## config.mk

```make
export PLATFORM = sky130hd
export DESIGN_NAME = vkf_ctrl
export DESIGN_NICKNAME = d
export VERILOG_FILES = /design/src/hw/rtl/vkf_pkg.sv /design/src/hw/rtl/vkf_ctrl.sv
export SDC_FILE = /design/constraint.sdc
export NUM_CORES = 1
export LEC_CHECK = 0
export BUFFER_PORTS_ARGS = -buffer_cell sky130_fd_sc_hd__clkbuf_2
export CAP_MARGIN = 20
export CORE_MARGIN = 5
export CORE_UTILIZATION = 58
export CTS_BUF_LIST = sky130_fd_sc_hd__clkbuf_4 sky130_fd_sc_hd__clkbuf_8
export DETAILED_ROUTE_END_ITERATION = 8
export PLACE_DENSITY = 0.86
export SLEW_MARGIN = 20
export SYNTH_ARGS = -nofsm -noshare
export SYNTH_HDL_FRONTEND = slang
export SYNTH_SLANG_ARGS = --single-unit
```

## constraint.sdc

```tcl
create_clock -name clock -period 3.6 [get_ports clock]
set_input_delay 0.18 -clock clock [delete_from_list [all_inputs] [get_ports clock]]
set_output_delay 0.18 -clock clock [all_outputs]
set_load 0.01 [all_outputs]
```

## src/hw/rtl/vkf_pkg.sv

```systemverilog
// shared types, constants and helper functions of the vertical kalman filter
package vkf_pkg;

   localparam int COV_FRAC_DEF    = 18;
   localparam int HEIGHT_FRAC_DEF = 28;
   localparam int SPEED_FRAC_DEF  = 19;
   localparam int ACCEL_FRAC_DEF  = 10;
   localparam int MEAS_FRAC_DEF   = 8;
   localparam int STEP_SHIFT_DEF  = 9;

   localparam int CSR_IDX_W = 3;

   localparam logic [CSR_IDX_W-1:0] CSR_INIT_HEIGHT  = 3'd0;
   localparam logic [CSR_IDX_W-1:0] CSR_INIT_SPEED   = 3'd1;
   localparam logic [CSR_IDX_W-1:0] CSR_INIT_BIAS    = 3'd2;
   localparam logic [CSR_IDX_W-1:0] CSR_NOISE_HEIGHT = 3'd3;
   localparam logic [CSR_IDX_W-1:0] CSR_NOISE_SPEED  = 3'd4;
   localparam logic [CSR_IDX_W-1:0] CSR_NOISE_BIAS   = 3'd5;
   localparam logic [CSR_IDX_W-1:0] CSR_MEAS_NOISE   = 3'd6;

   localparam logic [30:0] NOISE_SPEED_RST = 31'd51;
   localparam logic [30:0] MEAS_NOISE_RST  = 31'd262144;

   typedef enum logic [1:0] {
      FUNC_PROPAGATE = 2'd0,
      FUNC_UPDATE    = 2'd1,
      FUNC_INIT      = 2'd2,
      FUNC_NONE      = 2'd3
   } func_type;

   typedef struct packed {
      logic       capture;
      logic       exec;
      logic       div_load;
      logic       div_step;
      logic       gain_load;
      logic       mul_lo;
      logic       mul_hi;
      logic       corr;
      logic       apply;
      logic       load_out;
      logic [1:0] gain_sel;
   } vkf_cmd_type;

   typedef struct packed {
      func_type func;
      logic     div_last;
      logic     out_free;
   } vkf_status_type;

   // right shift for amt >= 0, left shift otherwise
   function automatic logic [31:0] sshift32(logic [31:0] v, int amt);
      if (amt >= 0) begin
         if (amt > 31) return 32'($signed(v) >>> 31);
         return 32'($signed(v) >>> amt);
      end
      if (amt <= -32) return '0;
      return v << (-amt);
   endfunction

   function automatic logic [63:0] lshift_or_asr64(logic [63:0] v, int amt);
      if (amt >= 0) begin
         if (amt >= 64) return '0;
         return v << amt;
      end
      if (amt <= -64) return 64'($signed(v) >>> 63);
      return 64'($signed(v) >>> (-amt));
   endfunction

endpackage

```

## src/hw/rtl/vkf_ctrl.sv

```systemverilog
// controller state machine of the vertical kalman filter
module vkf_ctrl import vkf_pkg::*; (
   input  logic           clock,
   input  logic           reset,
   input  logic           req_valid,
   output logic           req_stall,
   input  vkf_status_type status,
   output vkf_cmd_type    cmd
);

   typedef enum logic [9:0] {
      S_IDLE    = 10'b0000000001,
      S_EXEC    = 10'b0000000010,
      S_DIVLOAD = 10'b0000000100,
      S_DIV     = 10'b0000001000,
      S_GAIN    = 10'b0000010000,
      S_MULLO   = 10'b0000100000,
      S_MULHI   = 10'b0001000000,
      S_CORR    = 10'b0010000000,
      S_APPLY   = 10'b0100000000,
      S_OUT     = 10'b1000000000
   } state_type;

   state_type  state_ff, state_in;
   logic [1:0] sel_ff, sel_in;

   assign req_stall = (state_ff != S_IDLE);

   always_comb begin
      state_in = state_ff;
      sel_in   = sel_ff;
      cmd      = '0;
      cmd.gain_sel = sel_ff;
      unique case (state_ff)
         S_IDLE: begin
            if (req_valid) begin
               cmd.capture = 1'b1;
               state_in    = S_EXEC;
            end
         end
         S_EXEC: begin
            cmd.exec = 1'b1;
            sel_in   = 2'd0;
            if (status.func == FUNC_UPDATE) state_in = S_DIVLOAD;
            else state_in = S_OUT;
         end
         S_DIVLOAD: begin
            cmd.div_load = 1'b1;
            state_in     = S_DIV;
         end
         S_DIV: begin
            cmd.div_step = 1'b1;
            if (status.div_last) state_in = S_GAIN;
         end
         S_GAIN: begin
            cmd.gain_load = 1'b1;
            state_in      = S_MULLO;
         end
         S_MULLO: begin
            cmd.mul_lo = 1'b1;
            state_in   = S_MULHI;
         end
         S_MULHI: begin
            cmd.mul_hi = 1'b1;
            state_in   = S_CORR;
         end
         S_CORR: begin
            cmd.corr = 1'b1;
            state_in = S_APPLY;
         end
         S_APPLY: begin
            cmd.apply = 1'b1;
            if (sel_ff == 2'd2) begin
               state_in = S_OUT;
            end else begin
               sel_in   = sel_ff + 2'd1;
               state_in = S_DIVLOAD;
            end
         end
         S_OUT: begin
            if (status.out_free) begin
               cmd.load_out = 1'b1;
               state_in     = S_IDLE;
            end
         end
         default: state_in = S_IDLE;
      endcase
   end

   always_ff @(posedge clock) begin
      if (reset) begin
         state_ff <= S_IDLE;
         sel_ff   <= 2'd0;
      end else begin
         state_ff <= state_in;
         sel_ff   <= sel_in;
      end
   end

endmodule

```

==> results_dict.tcl <==
set metrics [dict create \
    clockBufferDepth 2 \
    fin_crit_sh_pct 62.8 \
    port_buffers 19 \
    globalplace.congestion 0.854 \
    die_h_um 47.8 \
    grt_pass1_wl_um 3210 \
    cts_buffers 3 \
    die_w_um 47.8 \
    fillers 115 \
    post-cts-setup-buffers 0 \
    maxSlewViolCount 0 \
    hold_viol 0 \
    initial_core_util_pct 62.1 \
    clkSinkCount 12 \
    endpoint_kind "output port" \
    maxSlewHeadroom_pct 57.1 \
    first_global_vias 714 \
    skew_ps 0.882 \
    synth_seq_cells 12 \
    clkLatencyLatePin_ps 270 \
    cts_hold_buf 0 \
    grt_max_degree 14 \
    wire_per_inst_um 15.9 \
    setup.worst_path.class "reg2out" \
    vdd_drop_max_mv 0.223 \
    first_pass_iters 4 \
    start_kind "register" \
    htreeDepth 1 \
    grt_usage_pct 20.2 \
    viasPerCell 6.45 \
    critPathLaunch "state_ff[4]" \
    cp_max_fo 7 \
    hp-start "req_valid" \
    synth_seq_area_share_pct 29.0 \
    drv_cap 0 \
    syn_area_per_cell_um2 8.54 \
    dr.first_iter.drc_count 23 \
    detailedPlace.worstSlack_ps 1680 \
    fin_ws_ps 1340 \
    antenna_found_initial 0 \
    dp_hpwl_um 1510 \
    synth_edf_count 0 \
    syn-num-nets 105 \
    p_leak_uw 0.000395 \
    syn_inst 97 \
    place_inst 124 \
    status "finished, final reports clean" \
    drive_above_1_share_pct 25.7 \
    yosys_warnings 0 \
    p_per_area_mw_per_mm2 371 \
    syn_to_final_growth_pct 10.1 \
    antennaDiodeCount 0 \
    fin_nets 122 \
    final_core_util_pct 68.4 \
    rows 13 \
    worstPathArrival_ps 2080 \
    rsz0062_at_grt "false" \
    layout_min_cycle_time_ps 2260 \
    ant_nets 0 \
    syn-cell-area_um2 828 \
    die_area_mm2 0.00228 \
    rr_startpoint "state_ff[6]" \
    tns_ps 0 \
    grt_overflow 0 \
    reg2regPathDepth 4 \
    tritoncts "done" \
    setup_violations 0 \
    async_reset_ff_share_pct 0 \
    synth_cell_types 39 \
    tightest_slew_ps 637 \
    min_path_cells 2 \
    ctsResizeCount 0 \
    hold_slack_ps 182 \
    finalNonFillerCells 128 \
    synth_ff_type "dfxtp_1" \
    clkTransAtPathRegs_ps 80 \
    coreArea_mm2 0.00133 \
    cp.required_ps 3420 \
    hold_path_class "in2reg" \
    totalWireLength_um 2030 \
    rrSetupSlack_ps 1620 \
    cts_root_buf "clkbuf_4" \
    vias 826 \
    pin_count 20 \
    drc 0 \
    fmax_mhz 442 \
]
-- worst paths after layout --
kind	end
hold reg to reg	sel_ff[1]
setup reg to reg	state_ff[6]
hold / removal	state_ff[0]
setup / recovery	cmd[3]
-- synth_stat cells (all sizes together), types with 3 or more instances --
library cell,number,area (µm²)
dfxtp,12,240
nor3,10,55.1
nor2,6,22.5
nor3b,6,45.0
inv,5,18.8
a21oi,4,20.0
nor4,4,25.0
nor4b,4,35.0
or4,4,33.8
clkbuf,3,11.3
nand2,3,11.3
nand2b,3,18.8
-- cell families (layout without fill, tap and decap cells) --
group                      after synthesis  in the layout  share of synthesized area [%]
and+or+nand+nor                         57             57                           46.2
DFF                                     12             12                           29.0
AOI/OAI and AO/OA                       13             13                           10.9
buffers and inverters                   12             28                           10.3
adders and majority gates                1              1                           1.51
xor gates and xnor gates                 2              2                           2.12
-- layer usage --
| metal | global-route usage, % | vias up | share of wire, % |
|---|---|---|---|
| met2 | 34.6 | 36 | 48 |
| met4 | 6.45 | 0 | 0.84 |
| met3 | 4.51 | 4 | 7.4 |
| li1 | - | 403 | - |
| met5 | 0 | - | 0 |
| met1 | 24.8 | 383 | 43 |
-- power breakdown --
part	internal (µW)	total, µW	switching (µW)
Combinational	33.6	81.6	48.0
Clock	61.4	107	45.9
Sequential	138	149	11.2
-- through the flow --
stage | cell area [µm²] | total power, µW
floorplan | 828 | 226
global placement | 876 | 231
detailed placement | 876 | 233
CTS | 912 | 339
global route | 912 | 360
finish | 912 | 338
-- state kept, by name, indices dropped and copies added, names as in the netlist --
signal / count
sel_ff: 2
state_ff: 10
-- worst max-delay path, stage by stage (launching register included) --
cell	delay, ps
dfxtp_1	340
or4_1	650
nor4_1	380
nor4bb_1	260
clkbuf_2	180
-- final cells by class --
type                            count  area (µm²)  area share [%]
Multi-Input combinational cell     73         503            55.1
Sequential cell                    12         240            26.3
Timing Repair Buffer               19        95.1            10.4
Clock buffer                        4        36.3            3.98
Inverter                            5        18.8            2.06
Tap cell                           15        18.8            2.06
-- cell usage in the layout (no fill, tap or decap), types with 2 or more instances in the layout --
cell      Yosys  final
a211oi_1      2      2
a21oi_1       4      4
and3_1        2      2
and4b_1       2      2
clkbuf_2      0     19
clkbuf_4      0      3
dfxtp_1      12     12
inv_1         5      5
nand2_1       3      3
nand2b_1      3      3
nand3_1       2      2
nand4b_1      2      2
nor2_1        6      6
nor3_1        9      9
nor3b_1       6      6
nor4_1        4      4
nor4b_1       4      4
o32a_1        2      2
or3b_2        2      2
or4_1         3      3
xor2_1        2      2
Note: power is estimated with default switching activity, not from simulation.
